$ cat src/rtl/rzid_pkg.sv
// Package for the rolling z-score impulse detector.
// Widths, register indexes and the window statistics bundle; no dependencies.
package rzid_pkg;

  localparam int WIN_DEPTH = 64;
  localparam int WIN_AW    = 6;
  localparam int LEN_W     = 7;
  localparam int SMP_W     = 16;
  localparam int SUM_W     = 23;
  localparam int SQ_W      = 37;
  localparam int MAG_W     = 22;
  localparam int RAD_W     = 44;
  localparam int ROOT_W    = 22;
  localparam int DIV_W     = 32;
  localparam int DVS_W     = 22;
  localparam int ZMAG_W    = 15;
  localparam int CNT_W     = 32;

  localparam logic [ZMAG_W-1:0] Z_SAT = 15'h7FFF;

  localparam logic [1:0] REG_WLEN  = 2'd0;
  localparam logic [1:0] REG_MFILL = 2'd1;
  localparam logic [1:0] REG_ZLIM  = 2'd2;

  typedef struct packed {
    logic [LEN_W-1:0]        fill;
    logic signed [SUM_W-1:0] sum;
    logic [SQ_W-1:0]         sqsum;
  } win_stats_t;

endpackage

$ cat src/rtl/rzid_sqrt.sv
// Integer square root, restoring, two radicand bits per cycle.
// Depends on rzid_pkg.
module rzid_sqrt (
  input  logic                         clk,
  input  logic                         rst_n,
  input  logic                         start,
  input  logic [rzid_pkg::RAD_W-1:0]   radicand,
  output logic                         done,
  output logic [rzid_pkg::ROOT_W-1:0]  root
);
  import rzid_pkg::*;

  localparam int CW = $clog2(ROOT_W);

  logic [RAD_W-1:0]  rad_r;
  logic [ROOT_W+1:0] rem_r;
  logic [ROOT_W-1:0] root_r;
  logic [CW-1:0]     cnt_r;
  logic              busy_r, done_r;
  logic [ROOT_W+3:0] rem_t, trial;

  assign rem_t = {rem_r, rad_r[RAD_W-1 -: 2]};
  assign trial = (ROOT_W+4)'({root_r, 2'b01});

  always_ff @(posedge clk) begin
    if (!rst_n) begin
      busy_r <= 1'b0;
      done_r <= 1'b0;
      cnt_r  <= '0;
    end else begin
      done_r <= 1'b0;
      if (busy_r) begin
        cnt_r <= cnt_r - CW'(1);
        if (cnt_r == '0) begin
          busy_r <= 1'b0;
          done_r <= 1'b1;
        end
      end else if (start) begin
        busy_r <= 1'b1;
        cnt_r  <= CW'(ROOT_W - 1);
      end
    end
  end

  always_ff @(posedge clk) begin
    if (busy_r) begin
      rad_r <= {rad_r[RAD_W-3:0], 2'b00};
      if (rem_t >= trial) begin
        rem_r  <= (ROOT_W+2)'(rem_t - trial);
        root_r <= {root_r[ROOT_W-2:0], 1'b1};
      end else begin
        rem_r  <= (ROOT_W+2)'(rem_t);
        root_r <= {root_r[ROOT_W-2:0], 1'b0};
      end
    end else if (start) begin
      rad_r  <= radicand;
      rem_r  <= '0;
      root_r <= '0;
    end
  end

  assign done = done_r;
  assign root = root_r;

endmodule

$ cat config.mk
export PLATFORM = sky130hd
export DESIGN_NAME = rzid_sqrt
export DESIGN_NICKNAME = d
export VERILOG_FILES = /design/src/rtl/rzid_pkg.sv /design/src/rtl/rzid_sqrt.sv
export SDC_FILE = /design/constraint.sdc
export NUM_CORES = 1
export LEC_CHECK = 0
export BUFFER_PORTS_ARGS = -buffer_cell sky130_fd_sc_hd__buf_2
export CORE_ASPECT_RATIO = 1.4
export CORE_UTILIZATION = 42
export DETAILED_ROUTE_END_ITERATION = 7
export GPL_ROUTABILITY_DRIVEN = 0
export PLACE_DENSITY_LB_ADDON = 0.05
export SLEW_MARGIN = 10
export SYNTH_ARGS = -nofsm -noshare
export SYNTH_HDL_FRONTEND = slang
export SYNTH_SLANG_ARGS = --single-unit
$ cat constraint.sdc
create_clock -name clk -period 8.2 [get_ports clk]
set_clock_uncertainty 0.2 [all_clocks]
set_input_delay 0.82 -clock clk [delete_from_list [all_inputs] [get_ports clk]]
set_output_delay 0.82 -clock clk [all_outputs]
set_load 0.02 [all_outputs]
==> run summary <==
status -> finished clean
Rows -> 47
DRC -> 0
gr busiest metal -> met2
Slew Limit Headroom -> 45.8%
Internal -> 1110 uW
Util after Layout -> 49.6%
Worst Reg-to-Reg Cells -> 11
clock network fraction of total power -> 23.6%
Yosys warnings -> 0
initial antenna violation count -> 0
setup TNS -> 0 ns
sequential power share -> 40.1%
grt met2 use -> 29.7%
Routed Wire Length -> 10,500 um
Tcrit/Tclk final -> 43.0%
syn_nets -> 521
routed vias/inst -> 5.35
switching power -> 576 uW
reg-to-reg endpoint -> rem_r[21]
met1 Use GR -> 23.1%
worst-case clock buffer depth -> 2
Multi-input gate area -> 2120 sq um
Post-synth top cells -> edfxtp_1 (88), nor2_1 (57), a22o_1 (42)
Peak VDD IR -> 0.112 mV
Fin. Hold Viols -> 0
Cell Area, Synth -> 5150 sq um
Avg Cell Area, Syn -> 11.5 sq um
vias in the first global route -> 3,490
Synth Flop Type -> edfxtp_1
placed cell area -> 5620 sq um
global routing usage on met3 -> 3.97%
Hold Crit Class -> reg2reg
top cell type's share of synthesized area -> 51.3%
DIE AREA -> 12,700 sq um
Die Ht -> 133 um
Iter 0 DRT Violations -> 173
Hold Path Depth -> 1
FILL cells -> 1,112
Mapped Cells -> 448
gr usage total -> 17.8%
area leader, netlist -> edfxtp_1
Reg clk slew, reported paths -> 0.07 ns
f_max -> 283 MHz
routed via count -> 3,551
Setup CP Type -> reg2reg
CP Launch Type -> register
LEAKAGE -> 0.00252 uW
RSZ-0062 raised after global routing -> no
final net count -> 585
Initial Util -> 43.4%
crit path DAT -> 3.40 ns
critical path capture point type -> register
PD cells -> 286 nW/um^2
actual slew at the worst max-slew pin -> 0.812 ns
min-delay src -> cnt_r[0]
CTS root buf -> clkbuf_16
H-tree Lvls -> 3
sequential fraction of the synthesis area -> 54.8%
area delta synth->final -> 14.4%
largest net degree at the start of global routing -> 60
sw frac -> 34.1%
CTS tree -> built
Core ar. -> 11,900 sq um
clk sinks -> 97
Port Buf Inserts -> 69
# Post-CTS Setup Buffers -> 0
Slew Viols, Final -> 0
Post-DP HPWL -> 7160 um
worst skew pair latency -> 0.34 ns
Final ANT Viol Nets -> 0
Gate power share -> 36.3%
top-count cell post-synth -> edfxtp_1
grt total ovfl -> 0
worst hold endpoint -> cnt_r[0]
Tmin final -> 3.53 ns
Final Setup Violations -> 0
Seq. cell area -> 2820 sq um
cts bufs inserted -> 9
Async SR Flop Fraction -> 0%
Pre-Repair DR Iteration Count -> 4
R2R setup slack -> 4.67 ns
# diodes -> 0
Critical Path RT -> 8.07 ns
Max-cap violations -> 0
crit-path max FO -> 14
first-pass GRT wire length -> 17,500 um
Die W -> 95.6 um
# IOs -> 70
Netlist cell types -> 50
Synth area leaders -> edfxtp_1 (51%), a22o_1 (7.1%), ha_1 (6.3%), nor2_1 (4.2%), mux2i_1 (3.7%)
number of synthesized register bits -> 97
Post-synth EDFFs -> 88
PostCTS Resize Cnt -> 0
final instance area -> 5900 sq um
reg2reg start -> root[3]
drt wl/cell -> 15.9 um
Post-CTS Hold Buffers -> 0
fraction of layout cells with a size suffix above 1 -> 18.6%
[power groups by stage]
stage                     Combinational, uW  Clock (uW)  Sequential, uW
after detailed placement                614           0             685
after global routing                    685         429             685
after CTS                               618         410             677
final                                   613         398             676
after floorplan                         486           0             689
after global placement                  610           0             684
[critical path: stages (launching register included)]
cell and delay, ns:
edfxtp_1 0.34, inv_1 0.06, ha_1 0.36, a211oi_1 0.28, nor2_1 0.10, o311ai_2 0.40, a211oi_2 0.14, o211ai_1 0.20
nand3_1 0.52, buf_4 0.43, mux2i_1 0.18, nor2_1 0.05
[flip-flops by register name, indices dropped and copies added, names as in the netlist]
name    flops
busy_r      1
root       22
cnt_r       5
done        1
rad_r      44
rem_r      24
[cell families after synthesis]
| kind of cell | Yosys count | synth area share, % |
|---|---|---|
| AOI/OAI and AO/OA | 116 | 17.0 |
| muxes | 19 | 3.69 |
| and+or+nand+nor | 118 | 10.8 |
| adders and majority gates | 26 | 6.31 |
| buffers and inverters | 53 | 4.20 |
| xor gates and xnor gates | 19 | 3.23 |
| DFF | 97 | 54.8 |
[worst max-delay path by stage]
| stage | from | to | slack (ns) | depth (start not counted) |
|---|---|---|---|---|
| 3_3_place_gp | root[3] | rem_r[2] | 4.71 | 11 |
| 3_5_place_dp | root[3] | rem_r[22] | 4.69 | 11 |
| 6_report | root[3] | rem_r[21] | 4.67 | 11 |
| 5_1_grt | root[3] | rem_r[23] | 4.34 | 11 |
| 2_1_floorplan | start | cnt_r[2] | 4.88 | 4 |
| 4_1_cts | root[3] | rem_r[22] | 4.65 | 11 |
[cells in the final DEF, fill, tap and decap left out, drive strengths merged, types with 6 or more instances in the layout]
cell type   n
edfxtp     88
buf        73
nor2       57
a22o       42
inv        34
ha         26
a21oi      24
nand2      19
mux2i      19
xnor2      14
clkbuf     11
a21o       10
dfxtp       9
o21ai       8
nand3       8
a211oi      8
nand4       6
[layout make-up]
type	instances	share of cell area, %
flip-flops and latches	97	47.9
multi-input cells	298	35.9
repair buffers	73	6.37
clock buffers	11	3.95
well taps	147	3.12
inverters	33	2.12
clock inverters	5	0.658
[through the flow]
step | instances | setup WS, ns | power (uW) | hold WS [ns]
after floorplan | 448 | 4.88 | 1180 | 0.250
after detailed placement | 648 | 4.69 | 1300 | 0.274
after CTS | 664 | 4.65 | 1700 | 0.290
after global routing | 664 | 4.34 | 1800 | 0.307
final | 664 | 4.67 | 1690 | 0.298
after global placement | 648 | 4.71 | 1290 | 0.270
[per-layer routing]
metal / part of all wire [%] / vias to the layer above
li1: - / 1804
met1: 45 / 1679
met2: 51 / 60
met3: 3.5 / 8
met4: 1.3 / 0
met5: 0 / -
(Power assumes the default switching activity.)
