[src/rtl/rzid_pkg.sv]
// Package for the rolling z-score impulse detector.
// Widths, register indexes and the window statistics bundle; no dependencies.
package rzid_pkg;

  localparam int WIN_DEPTH = 64;
  localparam int WIN_AW    = 6;
  localparam int LEN_W     = 7;
  localparam int SMP_W     = 16;
  localparam int SUM_W     = 23;
  localparam int SQ_W      = 37;
  localparam int MAG_W     = 22;
  localparam int RAD_W     = 44;
  localparam int ROOT_W    = 22;
  localparam int DIV_W     = 32;
  localparam int DVS_W     = 22;
  localparam int ZMAG_W    = 15;
  localparam int CNT_W     = 32;

  localparam logic [ZMAG_W-1:0] Z_SAT = 15'h7FFF;

  localparam logic [1:0] REG_WLEN  = 2'd0;
  localparam logic [1:0] REG_MFILL = 2'd1;
  localparam logic [1:0] REG_ZLIM  = 2'd2;

  typedef struct packed {
    logic [LEN_W-1:0]        fill;
    logic signed [SUM_W-1:0] sum;
    logic [SQ_W-1:0]         sqsum;
  } win_stats_t;

endpackage

[src/rtl/rzid_window.sv]
// Sample window: ring memory with fill count, running sum and sum of squares.
// Read-modify-write per sample: the old entry is read on start and overwritten while busy. Depends on rzid_pkg.
module rzid_window (
  input  logic                              clk,
  input  logic                              rst_n,
  input  logic                              clear,
  input  logic                              start,
  input  logic signed [rzid_pkg::SMP_W-1:0] sample,
  input  logic [rzid_pkg::LEN_W-1:0]        wlen,
  output logic                              done,
  output rzid_pkg::win_stats_t              stats
);
  import rzid_pkg::*;

  logic signed [SMP_W-1:0]   mem [WIN_DEPTH];
  logic signed [SMP_W-1:0]   rd_q;
  logic signed [SMP_W-1:0]   smp_r;
  logic [WIN_AW-1:0]         slot_r, slot_nxt, addr_r, rd_addr;
  logic [LEN_W-1:0]          fill_r, fill_nxt;
  logic signed [SUM_W-1:0]   sum_r, sum_nxt, old_ext;
  logic [SQ_W-1:0]           sq_r, sq_nxt, old_sq_ext;
  logic signed [2*SMP_W-1:0] old_sq, new_sq;
  logic                      busy_r, full_r;

  assign rd_addr = (LEN_W'(slot_r) >= wlen) ? '0 : slot_r;
  assign old_sq  = rd_q * rd_q;
  assign new_sq  = smp_r * smp_r;

  always_comb begin
    old_ext    = full_r ? SUM_W'(rd_q) : '0;
    old_sq_ext = full_r ? SQ_W'($unsigned(old_sq)) : '0;
    sum_nxt    = sum_r - old_ext + SUM_W'(smp_r);
    sq_nxt     = sq_r - old_sq_ext + SQ_W'($unsigned(new_sq));
    slot_nxt   = ((LEN_W'(addr_r) + LEN_W'(1)) >= wlen) ? '0 : addr_r + WIN_AW'(1);
    fill_nxt   = full_r ? fill_r : fill_r + LEN_W'(1);
  end

  always_ff @(posedge clk) begin
    if (!rst_n) begin
      busy_r <= 1'b0;
      full_r <= 1'b0;
      addr_r <= '0;
      slot_r <= '0;
      fill_r <= '0;
      sum_r  <= '0;
      sq_r   <= '0;
    end else if (clear) begin
      busy_r <= 1'b0;
      slot_r <= '0;
      fill_r <= '0;
      sum_r  <= '0;
      sq_r   <= '0;
    end else if (busy_r) begin
      busy_r <= 1'b0;
      slot_r <= slot_nxt;
      fill_r <= fill_nxt;
      sum_r  <= sum_nxt;
      sq_r   <= sq_nxt;
    end else if (start) begin
      busy_r <= 1'b1;
      addr_r <= rd_addr;
      full_r <= (fill_r >= wlen);
    end
  end

  always_ff @(posedge clk) begin
    if (start && !busy_r) begin
      smp_r <= sample;
    end
  end

  always_ff @(posedge clk) begin
    rd_q <= mem[rd_addr];
    if (busy_r) begin
      mem[addr_r] <= smp_r;
    end
  end

  assign done        = busy_r;
  assign stats.fill  = fill_r;
  assign stats.sum   = sum_r;
  assign stats.sqsum = sq_r;

endmodule

[config.mk]
export PLATFORM = sky130hd
export DESIGN_NAME = rzid_window
export DESIGN_NICKNAME = d
export VERILOG_FILES = /design/src/rtl/rzid_pkg.sv /design/src/rtl/rzid_window.sv
export SDC_FILE = /design/constraint.sdc
export NUM_CORES = 2
export LEC_CHECK = 0
export BUFFER_PORTS_ARGS = -buffer_cell sky130_fd_sc_hd__buf_2
export CELL_PAD_IN_SITES_DETAIL_PLACEMENT = 1
export CELL_PAD_IN_SITES_GLOBAL_PLACEMENT = 1
export CORE_MARGIN = 4
export CORE_UTILIZATION = 40
export DETAILED_ROUTE_END_ITERATION = 10
export PLACE_DENSITY = 0.73
export SYNTH_ARGS = -nofsm -noshare
export SYNTH_HDL_FRONTEND = slang
export SYNTH_SLANG_ARGS = --single-unit
[constraint.sdc]
create_clock -name clk -period 30.1 [get_ports clk]
set_input_delay 1.505 -clock clk [delete_from_list [all_inputs] [get_ports clk]]
set_output_delay 1.505 -clock clk [all_outputs]
set_load 0.005 [all_outputs]
==> results.md <==
- Wire length per cell: 25.7 um
- Hold violation total from the final report: 0
- WS Path Type: reg2reg
- Ys Warns: 0
- # DRC: 0
- Pin count of the biggest net entering global routing: roughly 110
- Total track usage: 0.224
- Reg area: 33200 sq um
- Worst slew margin: -0.00183
- RSZ-0062 raised after global routing: false
- EDFF count, synth: 1040
- Detail Route Antenna Nets: 0
- Syn_area_per_cell: roughly 13 sq um
- Remaining global-route overflow: 0
- Period Utilization, post-route: 0.336
- # setup viols final: 0
- Post-synthesis cell count: between 5000 and 6000
- Crit. End Element: flop
- Synth cell types: 79
- Max frequency: 98.9 MHz
- Max Cap Viol: 1
- Layout cells sized above 1: 0.121
- Die X-Extent: 416 um
- Vias in the first global route: 45400
- Sequential share of the synthesized area: 0.499
- Total negative setup slack: 0 ns
- Top FF cell, synth: edfxtp_1
- Die extent in y: 416 um
- Root Buffer: clkbuf_16
- Total clock sinks: 1137
- Placed Instances: 7260
- Worst Path Arrival: 10.70 ns
- # rows: 149
- Initial antenna violation count: 6
- Failing checks: max-capacitance violations, max-slew violations
- Die area: 173000 sq um
- Drt first pass iters: 5
- Slowest stage cell on the critical path: buf_4
- Worst Clk Skew: 0.0837 ns
- Area of the multi-input gates: 29700 sq um
- Critical path fanouts, max: 76
- Post-DP HPWL: 131 mm
- Post-CTS setup buffer count: 0
- H-tree depth: 3
- R2R Setup Slk: 19.99 ns
- RePlAce Congestion: 0.868
- First-pass GRT wire length: between 200 and 300 mm
- Min Hold Slack: 0.490 ns
- Final Max Tran Viols: 1
- Vias per cell: 5.50
- TritonCTS buffer count: 118
- Critical path's largest stage delay: 0.72 ns
- Post-Syn Nets: 5872
- Final wirelength: 193 mm
- Longest Clk Path Bufs: 3
- Core box area: 165000 sq um
- Post-Layout Cell Count: between 7000 and 8000
- Clock transition at path regs: about 0.060 ns
- Hold buffer count at cts: 0
- Critical Path Most Common Cell: fa_1
- Slew @ Worst Pin: 1.46 ns
- Initial core utilization: 0.403
- Filler Cell Count: 17000
- Port Buffer Count: 94
- Hold crit path type: reg2reg
- CTS tree: built
- Critical Path RT: 30.70 ns
- Mapped Area: 66500 sq um
- Ys async rst share: 0
- Critical Path Start Type: flop
- Post-cts resize count: 0
- Min Clock Period, post-route: between 10 and 15 ns
- Nets: 6003
- I/O pin cnt: 95
- Status: finished, violations left
- Total number of vias: 41200
- #FFs+latches synth: around 1100
- Iter 0 DRT Violations: between 3000 and 4000
- Synthesis-to-finish area growth: 11.2%
- Worst-Skew Late Latency: 0.79 ns
layout make-up:
type / count / area share
Sequential cell: 1137 / 0.448
Clock buffer: 143 / 0.0417
Multi-Input combinational cell: 2943 / 0.402
Tap cell: 2189 / 0.0370
Inverter: 768 / 0.0390
Timing Repair Buffer: 223 / 0.0200
Antenna cell: 3 / 0.000101
Clock inverter: 81 / 0.0120
cells by family after synthesis:
kind of cell | count (synthesis) | share of synthesized area
mux | 330 | 0.0802
xor+xnor | 131 | 0.0172
buf+inv | 980 | 0.0561
compound gates | 668 | 0.0666
simple gates | 1029 | 0.0738
flops | 1137 | 0.499
fa+ha+maj | 785 | 0.208
critical path, delay by kind of cell, from the launching register on:
| family | cells | cell delay [ns] |
|---|---|---|
| and+or+nand+nor | 3 | 0.43 |
| DFF | 1 | 0.32 |
| xor gates and xnor gates | 2 | 0.37 |
| buffers and inverters | 7 | 1.64 |
| muxes | 1 | 0.25 |
| AOI/OAI and AO/OA | 11 | 2.95 |
| adders and majority gates | 9 | 4.00 |
path summary, 6_finish.rpt:
check / startpoint / to / depth (start not counted)
max: smp_r[3] / sq_r[36] / 33
min: sq_r[28] / sq_r[28] / 2
max reg2reg: smp_r[3] / sq_r[36] / 33
min reg2reg: sq_r[28] / sq_r[28] / 2
stage by stage:
step | util | worst slack (ns) | area (sq um)
finish | 0.448 | 19.99 | 74000
global route | 0.448 | 19.26 | 74000
CTS | 0.448 | 19.96 | 74000
detailed placement | 0.424 | 20.02 | 70000
global placement | 0.424 | 20.25 | 70000
floorplan | - | 20.45 | 66500
Yosys cell counts (27+ instances only):
cell type	n	share of area
nand2_1	317	0.018
a211oi_1	109	0.012
ha_1	254	0.048
dfxtp_1	97	0.029
nor2b_1	79	0.0074
o22ai_1	72	0.0068
o21ai_0	60	0.0045
xnor2_1	89	0.012
buf_2	29	0.0022
xor2_1	42	0.0055
a21oi_1	199	0.015
nor2_1	263	0.015
and2_1	72	0.0068
mux2i_1	148	0.022
nand3_1	66	0.0050
edfxtp_1	1040	0.47
nor3_1	41	0.0031
fa_1	531	0.16
a21o_1	51	0.0058
mux4_2	160	0.054
nand2b_1	103	0.0097
o211ai_1	27	0.0030
clkbuf_1	164	0.0093
o21a_1	29	0.0033
inv_1	761	0.043
state kept, by name, indices dropped and copies added (netlist names):
signal / flops
mem: 1024
sq_r: 37
sum_r: 23
rd_q: 16
smp_r: 16
fill_r: 7
addr_r: 6
slot_r: 6
done: 1
full_r: 1
routing by layer:
layer  vias up  GRT usage  wire (um)
li1      17900          -          -
met1     21700      0.279      75000
met3       334     0.0331      10900
met5         -          0          0
met4         0      0.104      10700
met2      1240      0.387      96000
cell usage in the layout, fill, tap and decap left out, types with 11 or more instances in the layout:
cell type and n:
clkbuf_16 118, edfxtp_1 1040, mux2_2 21, fa_1 531, xnor2_1 89, nand3_1 66
clkinv_1 26, a21oi_1 199, or3_1 16, nor2_1 253, buf_4 126, a21o_1 51
and2_1 72, a31oi_1 13, mux2i_1 148, buf_2 94, and3_1 11, a22oi_1 17
nand3b_1 11, nand2b_1 102, nand2_1 317, inv_1 761, ha_1 254, dfxtp_1 93
a211oi_1 109, clkinv_2 30, o22ai_1 72, mux4_2 160, bufinv_16 14, nor2_2 11
nand4_1 22, nor3_1 40, o21ai_0 60, o211ai_1 27, xor2_1 42, o21a_1 28
clkbuf_1 21, nor2b_1 78
Power is not shown: default switching activity piles up to over one toggle a cycle in this logic, so the estimate is an artifact.
