==> src/rtl/rzid_pkg.sv <==
// Package for the rolling z-score impulse detector.
// Widths, register indexes and the window statistics bundle; no dependencies.
package rzid_pkg;

  localparam int WIN_DEPTH = 64;
  localparam int WIN_AW    = 6;
  localparam int LEN_W     = 7;
  localparam int SMP_W     = 16;
  localparam int SUM_W     = 23;
  localparam int SQ_W      = 37;
  localparam int MAG_W     = 22;
  localparam int RAD_W     = 44;
  localparam int ROOT_W    = 22;
  localparam int DIV_W     = 32;
  localparam int DVS_W     = 22;
  localparam int ZMAG_W    = 15;
  localparam int CNT_W     = 32;

  localparam logic [ZMAG_W-1:0] Z_SAT = 15'h7FFF;

  localparam logic [1:0] REG_WLEN  = 2'd0;
  localparam logic [1:0] REG_MFILL = 2'd1;
  localparam logic [1:0] REG_ZLIM  = 2'd2;

  typedef struct packed {
    logic [LEN_W-1:0]        fill;
    logic signed [SUM_W-1:0] sum;
    logic [SQ_W-1:0]         sqsum;
  } win_stats_t;

endpackage

==> src/rtl/rzid_div.sv <==
// Unsigned restoring divider, one quotient bit per cycle.
// Shared for z, mean and deviation. Depends on rzid_pkg.
module rzid_div (
  input  logic                        clk,
  input  logic                        rst_n,
  input  logic                        start,
  input  logic [rzid_pkg::DIV_W-1:0]  dividend,
  input  logic [rzid_pkg::DVS_W-1:0]  divisor,
  output logic                        done,
  output logic [rzid_pkg::DIV_W-1:0]  quot,
  output logic                        rem_nz
);
  import rzid_pkg::*;

  localparam int CW = $clog2(DIV_W);

  logic [DIV_W-1:0] quo_r;
  logic [DVS_W-1:0] rem_r, dvs_r;
  logic [DVS_W:0]   rem_t;
  logic [CW-1:0]    cnt_r;
  logic             busy_r, done_r;

  assign rem_t = {rem_r, quo_r[DIV_W-1]};

  always_ff @(posedge clk) begin
    if (!rst_n) begin
      busy_r <= 1'b0;
      done_r <= 1'b0;
      cnt_r  <= '0;
    end else begin
      done_r <= 1'b0;
      if (busy_r) begin
        cnt_r <= cnt_r - CW'(1);
        if (cnt_r == '0) begin
          busy_r <= 1'b0;
          done_r <= 1'b1;
        end
      end else if (start) begin
        busy_r <= 1'b1;
        cnt_r  <= CW'(DIV_W - 1);
      end
    end
  end

  always_ff @(posedge clk) begin
    if (busy_r) begin
      if (rem_t >= {1'b0, dvs_r}) begin
        rem_r <= DVS_W'(rem_t - {1'b0, dvs_r});
        quo_r <= {quo_r[DIV_W-2:0], 1'b1};
      end else begin
        rem_r <= DVS_W'(rem_t);
        quo_r <= {quo_r[DIV_W-2:0], 1'b0};
      end
    end else if (start) begin
      quo_r <= dividend;
      rem_r <= '0;
      dvs_r <= divisor;
    end
  end

  assign done   = done_r;
  assign quot   = quo_r;
  assign rem_nz = |rem_r;

endmodule
==> config.mk <==
export PLATFORM = sky130hd
export DESIGN_NAME = rzid_div
export DESIGN_NICKNAME = d
export VERILOG_FILES = /design/src/rtl/rzid_pkg.sv /design/src/rtl/rzid_div.sv
export SDC_FILE = /design/constraint.sdc
export NUM_CORES = 1
export LEC_CHECK = 0
export BUFFER_PORTS_ARGS = -buffer_cell sky130_fd_sc_hd__buf_2
export CAP_MARGIN = 15
export CORE_ASPECT_RATIO = 1.5
export CORE_MARGIN = 4
export CORE_UTILIZATION = 24
export DETAILED_ROUTE_END_ITERATION = 16
export GPL_ROUTABILITY_DRIVEN = 0
export PLACE_DENSITY = 0.48
export RECOVER_POWER = 100
export SLEW_MARGIN = 20
export SYNTH_ARGS = -nofsm -noshare
export SYNTH_HDL_FRONTEND = slang
export SYNTH_SLANG_ARGS = --single-unit
==> constraint.sdc <==
create_clock -name clk -period 2.4 [get_ports clk]
set_clock_uncertainty 0.05 [all_clocks]
set_input_delay 0 -clock clk [delete_from_list [all_inputs] [get_ports clk]]
set_output_delay 0 -clock clk [all_outputs]
set_load 0.01 [all_outputs]
==> results_dict.tcl, run 1 <==
set metrics [dict create \
    status "complete, but fails checks" \
    violations "setup timing" \
    grt_pass1_wl_um 20600 \
    drt_iter0_markers 125 \
    final_layout_size_suffix_gt1_share_pct 42.9 \
    min_from "divisor[21]" \
    cts_tree "done" \
    required_ns 2.43 \
    syn_inst 382 \
    fp.dieArea_mm2 0.0213 \
    synth_compound_area_share_pct 11.5 \
    n_antenna_cell 0 \
    synth-xor-area-share_pct 3.27 \
    tightest_slew_ns 0.632 \
    synth.distinct_cells 48 \
    syn_area_mm2 0.00455 \
    placedCellCount 780 \
    final_cell_mix "buf_4 (80), edfxtp_1 (76), dlygate4sd3_1 (57), buf_2 (56), clkbuf_1 (34)" \
    maxCapViolations 0 \
    synthSimpleGateAreaFrac_pct 10.7 \
    avgSynthCellArea_um2 11.9 \
    drt_drc_violations_left 0 \
    die_y_um 177 \
    holdCritPathClass "primary input to flip-flop" \
    ys.warnings.count 0 \
    leakagePower_nw 2.96 \
    async_flop_share_pct 0 \
    num_vias 3820 \
    end_kind "flip-flop" \
    wl_per_cell_um 14.3 \
    final_nets 693 \
    numPortBuffers 90 \
    synth_top_area_share_pct 50.1 \
    fin_ws_ns -0.119 \
    setup_viol 21 \
    r2r_cells 10 \
    initial_utilization_pct 24.4 \
    final_common_cell "buf_4" \
    yosys_register_bits 83 \
    yosys-top-cells-area "edfxtp_1 (50%), mux2_2 (7.7%), ha_1 (6.6%), dfxtp_1 (3.1%), nor2_1 (2.6%)" \
    dp.final_hpwl_um 8880 \
    synth_edf_count 76 \
    critPathLaunch "rem_r[2]" \
    synthMuxAreaShare_pct 9.87 \
    worstSetupStartpointType "flip-flop" \
    cts-buffers-inserted 9 \
    arrival_ns 2.54 \
    core_mm2 0.0186 \
    rsz0062_at_grt "true" \
    htreeDepth 3 \
    dr.pass1.iters 4 \
    via_per_inst 4.40 \
    grt_overflow 0 \
    grt_use_total_pct 11.9 \
    clkLatencyLatePin_ns 0.34 \
    pin_count 91 \
    period_share_pct 105 \
    ir_worst_vdd_uv 364 \
    area_growth_pct 57.0 \
    fp.dieW_um 120 \
    wl_um 12400 \
    numClockSinks 83 \
    clock_path_buffers 2 \
    instances_no_fill 868 \
    fmax_mhz 397 \
    finalCriticalPeriod_ns 2.52 \
    power_density_mw_per_mm2 749 \
    path_max_fanout 13 \
    synth_top_area_cell "edfxtp_1" \
    antenna_left 0 \
    rr_startpoint "rem_r[2]" \
    ys.flop_type "edfxtp_1" \
    worstSetupPathType "flip-flop to flip-flop" \
    grt_pass1_vias 4189 \
    whs_ns 0.325 \
    rows 61 \
    final_core_util_pct 38.4 \
    grt_max_degree 32 \
    reg2reg_slack_ns -0.12 \
    grt_antenna_before_repair 0 \
    rr_endpoint "rem_r[11]" \
    yosys.area_share.adder_pct 7.03 \
    slew_headroom_pct 57.9 \
    maxSlewViolCount 0 \
    path_clk_slew_ns 0.07 \
    critPathCapture "rem_r[11]" \
    yosysSeqAreaShare_pct 53.2 \
    synth_top_family_by_area "compound AO/OA/AOI/OAI gates" \
    synth_fp_nets 464 \
    hold_violations 0 \
    cts_root_buf "clkbuf_16" \
]
==> cells by family after synthesis <==
group / after synthesis
XOR/XNOR: 17
AO/OA/AOI/OAI: 74
multiplexers: 41
flip-flops: 83
AND/OR/NAND/NOR: 99
buffers and inverters: 43
adder cells (fa/ha/maj): 25
==> cell type report <==
cell class	instances	area, µm²
well taps	252	315
multi-input cells	256	2340
clock inverters	6	88.8
repair buffers	231	1640
clock buffers	10	229
fillers	1871	11500
inverters	30	113
flip-flops and latches	83	2420
==> through the flow <==
stage | setup WS (ns) | power, mW | setup TNS [ns] | cell area (µm²)
finish | -0.119 | 5.36 | -1.11 | 7150
global route | -0.249 | 5.66 | -4.36 | 7150
CTS | -0.118 | 5.29 | -1.37 | 6990
detailed placement | -0.235 | 3.48 | -4.28 | 5790
global placement | -0.238 | 3.48 | -3.89 | 5790
floorplan | -0.0830 | 2.86 | -0.771 | 4580
==> critical path, stage by stage, from the launching register on <==
cell and delay, ns:
edfxtp_1 0.42, ha_4 0.24, a21o_1 0.16, a21oi_2 0.21, a31oi_2 0.12, o31ai_2 0.27
nand2_1 0.12, a31o_4 0.26, buf_12 0.16, mux2i_1 0.18, nor2_1 0.06
==> sequential cells by signal, summed over array words and instances, names as in the netlist <==
signal  cells
dvs_r      22
cnt_r       5
rem_r      22
quot       32
done        1
busy_r      1
==> how the worst min path moves through the flow <==
| stage | cells after the start | to | slack [ns] |
|---|---|---|---|
| after global placement | 1 | dvs_r[9] | 0.13 |
| after floorplan | 0 | dvs_r[0] | 0.05 |
| after global routing | 2 | dvs_r[11] | 0.32 |
| final | 2 | dvs_r[21] | 0.32 |
| after detailed placement | 1 | dvs_r[10] | 0.13 |
| after CTS | 3 | quot[0] | 0.003 |
==> power by group <==
| part | leakage (nW) | internal, mW | switching [mW] |
|---|---|---|---|
| clock | 0.151 | 0.915 | 0.604 |
| sequential | 0.825 | 1.79 | 0.120 |
| combinational | 1.98 | 0.998 | 0.925 |
==> synthesized netlist by cell type, drive strengths merged, types with 5 or more instances <==
cell and count:
a211oi 6, a21o 8, a21oi 20, a31oi 5, and4 5, buf 9, dfxtp 7, edfxtp 76
ha 24, inv 30, mux2 31, mux2i 10, nand2 25, nand3 8, nor2 32, nor2b 5
o211a 5, o21a 5, o21ai 12, xnor2 12, xor2 5
==> metal layers <==
| layer | GRT usage [%] | part of all wire [%] | up-vias |
|---|---|---|---|
| li1 | - | - | 1867 |
| met1 | 13.3 | 39 | 1837 |
| met2 | 22.7 | 54 | 102 |
| met3 | 2.78 | 5.0 | 14 |
| met4 | 2.65 | 1.7 | 0 |
| met5 | 0 | 0 | - |
==> what timing repair did <==
action | 4_1_cts | 5_1_grt
hold endpoints to repair | 60 | 1
gates resized for setup | 48 | 34
pin swaps | 21 | 17
setup buffers | 12 | 4
setup endpoints to repair | 23 | 24
hold buffers | 56 | 1
(Power assumes the default switching activity.)
==> inputs of run 2 (changes only) <==
GPL_TIMING_DRIVEN = 0   (was not set)
PLACE_DENSITY = 0.53   (was 0.48)
REMOVE_ABC_BUFFERS = 1   (was not set)
==> run 2 against run 1 <==
Effect of this change: the run still ends with setup timing left; critical path type unchanged; global-route usage fell by 0.22 points; largest power group is now registers; non-clock buffer count fell by 45; clock-buffer cell count did not move; final cell count fell by 4.8%; register-to-register slack got worse by 0.09 ns; critical endpoint is now rem_r[19]; die area did not move; clock power fell by 7%.
==> results_dict.tcl, run 2 (synthesis gave the netlist of run 1 again) <==
set metrics [dict create \
    rsz0062_at_grt "true" \
    fmax_mhz 383 \
    grt_use_total_pct 11.7 \
    dp.final_hpwl_um 7750 \
    antenna_left 0 \
    leakagePower_nw 2.74 \
    worstSetupPathType "flip-flop to flip-flop" \
    slew_headroom_pct 42.0 \
    fp.dieW_um 120 \
    n_antenna_cell 0 \
    tightest_slew_ns 0.870 \
    die_y_um 177 \
    post_dp_cell_area_mm2 0.00528 \
    grt_antenna_before_repair 0 \
    grt_overflow 0 \
    power_density_mw_per_mm2 752 \
    grt_pass1_vias 4012 \
    required_ns 2.41 \
    via_per_inst 4.49 \
    drt_iter0_markers 78 \
    worstSetupStartpointType "flip-flop" \
    r2r_cells 9 \
    final_cell_mix "edfxtp_1 (76), dlygate4sd3_1 (57), buf_2 (56), clkbuf_1 (35)" \
    drt_drc_violations_left 0 \
    dr.pass1.iters 5 \
    final_area_mm2 0.00692 \
    holdPathStages 2 \
    setup_viol 22 \
    fp.dieArea_mm2 0.0213 \
    cts_tree "done" \
    final_common_cell "edfxtp_1" \
    grt_max_degree 43 \
    clock_path_buffers 2 \
    pin_count 91 \
    numClockSinks 83 \
    path_max_fanout 7 \
    grt_pass1_wl_um 19800 \
    rows 61 \
    ir_worst_vdd_uv 278 \
    largest_reg_flops 32 \
    violations "setup timing" \
    finalCriticalPeriod_ns 2.61 \
    arrival_ns 2.62 \
    cts-buffers-inserted 9 \
    path_clk_slew_ns 0.06 \
    period_share_pct 109 \
    whs_ns 0.318 \
    holdCritPathClass "primary input to flip-flop" \
    wl_um 12600 \
    initial_utilization_pct 24.4 \
    maxSlewViolCount 0 \
    final_nets 651 \
    core_mm2 0.0186 \
    fillers 1853 \
    htreeDepth 3 \
    wl_per_cell_um 15.2 \
    status "complete, but fails checks" \
    area_growth_pct 52.0 \
    num_vias 3710 \
    maxCapViolations 0 \
    clkLatencyLatePin_ns 0.35 \
    cts_root_buf "clkbuf_16" \
    final_layout_size_suffix_gt1_share_pct 37.6 \
    end_kind "flip-flop" \
    numPortBuffers 90 \
    hold_violations 0 \
    fin_ws_ns -0.209 \
]
[run 2: cell count changes in the layout (fill, tap and decap cells not counted), moves of 4 or more]
cell | previous run | this run
ha_1 | 12 | 8
nand2_2 | 4 | 0
a21oi_2 | 10 | 5
buf_4 | 80 | 31
ha_4 | 12 | 16
inv_1 | 24 | 20
[run 2: power by group]
group | switching, mW | internal [mW]
clock network | 0.604 | 0.810
registers | 0.127 | 1.79
logic | 0.936 | 0.938
[run 2: cell type report]
type	count	area, µm²	share of cell area [%]
multi-input combinational	259	2450	35.5
sequential	83	2420	35.0
timing repair buffer	186	1320	19.1
tap	252	315	4.55
clock buffer	10	229	3.31
inverter	30	115	1.66
clock inverter	6	63.8	0.922
[run 2: layer usage]
layer,vias up,GRT usage [%],part of all wire (%)
li1,1794,-,-
met1,1795,12.7,39
met2,101,22.5,54
met3,20,2.53,4.8
met4,0,3.45,1.8
met5,-,0,0
[run 2: path summary, 6_finish.rpt]
kind	from	endpoint	slack, ns
hold reg to reg	cnt_r[3]	cnt_r[3]	0.47
setup reg to reg	rem_r[13]	rem_r[19]	-0.21
hold / removal	divisor[15]	dvs_r[15]	0.32
setup / recovery	rem_r[13]	rem_r[19]	-0.21
[run 2: per-stage QoR]
stage          setup TNS [ns]  instances  utilization [%]  worst slack (ns)  total power, mW
2_1_floorplan          -19.99        369                -            -0.406             2.79
4_1_cts                 -1.49        815             36.2            -0.147             5.07
3_5_place_dp           -13.41        713             28.4            -0.662             3.16
6_report                -1.94        826             37.2            -0.209             5.21
5_1_grt                 -4.34        826             37.2            -0.257             5.48
3_3_place_gp          -113.02        711             28.1             -1.16             3.13
[run 2: what timing repair did]
| item | 4_1_cts | 5_1_grt |
|---|---|---|
| hold buffers | 57 | 0 |
| pin swaps | 30 | 20 |
| endpoints found under the setup margin | 23 | 23 |
| gates resized for setup | 66 | 33 |
| setup buffers | 26 | 11 |
| cloned | 3 | 0 |
| endpoints found under the hold margin | 60 | 0 |
[run 2: worst max-delay path, cell delays in order (launching register included)]
cell       delay [ns]
edfxtp_1         0.43
ha_4             0.27
and4_4           0.20
and2_4           0.16
o2bb2ai_4        0.12
o31ai_4          0.29
or2b_4           0.34
a31oi_4          0.19
xor2_1           0.19
a211oi_2         0.09
==> inputs of run 3 (changes only) <==
SKIP_CTS_REPAIR_TIMING = 1   (was not set)
SKIP_LAST_GASP = 1   (was not set)
==> run 3 against run 2 <==
Effect of this change: sequential power hardly changed; combinational power is 8% lower; clock power hardly changed; sequential share of layout area rose by 0.98 points; worst setup slack got worse by 0.034 ns; power down 2.9%; global-route usage shrank 1.6 points; register-to-register slack lost 0.03 ns; the run still ends with setup timing left; sequential cell count unchanged; fmax is 1.3% lower; final cell count is 1.6% lower.
==> results_dict.tcl, run 3 (synthesis gave the netlist of run 1 again) <==
set metrics [dict create \
    internal_power_mw 3.45 \
    dp.final_hpwl_um 7750 \
    p_clk_share_pct 28.0 \
    required_ns 2.41 \
    cts_root_buf "clkbuf_16" \
    antenna_left 0 \
    grt_use_total_pct 10.1 \
    p_sw_share_pct 31.7 \
    wl_um 12200 \
    fp.dieW_um 120 \
    cp.depth 9 \
    core_mm2 0.0186 \
    cts_tree "done" \
    max_stage_delay_ns 0.45 \
    ir_worst_vdd_uv 285 \
    violations "setup timing" \
    pre_cts_ws_ns -0.662 \
    path_clk_slew_ns 0.07 \
    numClockSinks 83 \
    r2r_cells 9 \
    rsz0062_at_grt "true" \
    pin_count 91 \
    power_density_mw_per_mm2 751 \
    tightest_slew_ns 0.871 \
    finalCriticalPeriod_ns 2.64 \
    largest_reg_flops 32 \
    dr.pass1.iters 5 \
    path_max_fanout 5 \
    path_buf_inv 0 \
    leakagePower_nw 2.66 \
    grt_antenna_before_repair 0 \
    crit_family "compound AO/OA/AOI/OAI gates" \
    cp_cell_sequence "ha_4 > o21a_1 > o2111ai_4 > a31oi_4 > o31ai_4 > or2b_4 > a31oi_4 > xor2_1 > a211oi_2" \
    initial_utilization_pct 24.4 \
    maxSlewViolCount 0 \
    final_nets 638 \
    final_layout_size_suffix_gt1_share_pct 33.5 \
    numPortBuffers 90 \
    worstSetupStartpointType "flip-flop" \
    slowest_stage "edfxtp_1" \
    final_core_util_pct 36.2 \
    grt_pass1_vias 3422 \
    end_kind "flip-flop" \
    final_area_mm2 0.00673 \
    whs_ns 0.322 \
    worstSetupPathType "flip-flop to flip-flop" \
    slew_headroom_pct 41.9 \
    htreeDepth 3 \
    comb_power_share_pct 33.9 \
    holdPathStages 2 \
    clock_path_buffers 2 \
    fp.dieArea_mm2 0.0213 \
    via_per_inst 4.50 \
    total_power_mw 5.06 \
    arrival_ns 2.65 \
    setup_viol 24 \
    maxCapViolations 0 \
    holdCritPathClass "primary input to flip-flop" \
    drt_iter0_markers 97 \
    final_cell_mix "edfxtp_1 (76), dlygate4sd3_1 (57), buf_2 (56), clkbuf_1 (34)" \
    post_dp_cell_area_mm2 0.00528 \
    grt_overflow 0 \
    num_vias 3659 \
    period_share_pct 110 \
    cts-buffers-inserted 9 \
    area_growth_pct 47.9 \
    die_y_um 177 \
    n_antenna_cell 0 \
    status "complete, but fails checks" \
    drt_drc_violations_left 0 \
    final_common_cell "edfxtp_1" \
    fin_ws_ns -0.243 \
    fmax_mhz 378 \
    netSwitchingPower_mw 1.60 \
    clkLatencyLatePin_ns 0.34 \
    rows 61 \
    cp_common_cell "a31oi_4" \
    power_frac_seq_pct 38.1 \
    grt_max_degree 43 \
    wl_per_cell_um 15.0 \
    hold_violations 0 \
    grt_pass1_wl_um 17000 \
]
## run 3: final cells by class
cell class                 instances  area [µm²]
multi-input combinational        258        2370
fill                            1880       11900
timing repair buffer             174        1220
tap                              252         315
clock inverter                     6        63.8
inverter                          30         113
sequential                        83        2420
clock buffer                      10         229
## run 3: stage by stage
step / setup TNS [ns] / cells
2_1_floorplan: -19.99 / 369
3_3_place_gp: -113.02 / 711
3_5_place_dp: -13.41 / 713
4_1_cts: -14.01 / 729
5_1_grt: -6.60 / 813
6_report: -3.19 / 813
## run 3: worst paths after layout
path / from / end / slack, ns
worst min-delay path: divisor[15] / dvs_r[15] / 0.32
worst min register to register: cnt_r[3] / cnt_r[3] / 0.47
worst max register to register: rem_r[4] / rem_r[19] / -0.24
worst max-delay path: rem_r[4] / rem_r[19] / -0.24
## run 3: worst register-to-register path: cells and delay by family (launching register included)
kind | cells | cell delay [ns]
adders and majority gates | 1 | 0.27
DFF | 1 | 0.45
xor gates and xnor gates | 1 | 0.20
AOI/OAI and AO/OA | 6 | 1.05
and+or+nand+nor | 1 | 0.33
## run 3: power groups by stage
stage	Sequential [mW]	Combinational (mW)	Clock [mW]
floorplan	1.95	0.843	0
global placement	1.95	1.18	0
detailed placement	1.94	1.22	0
CTS	1.91	1.23	1.46
global route	1.94	1.86	1.52
finish	1.93	1.72	1.41
## run 3: metal layers
layer / wire length [µm] / GRT usage (%) / vias up
li1: - / - / 1767
met1: 4850 / 11.3 / 1755
met2: 6500 / 18.3 / 110
met3: 565 / 2.85 / 27
met4: 291 / 3.54 / 0
met5: 0 / 0 / -
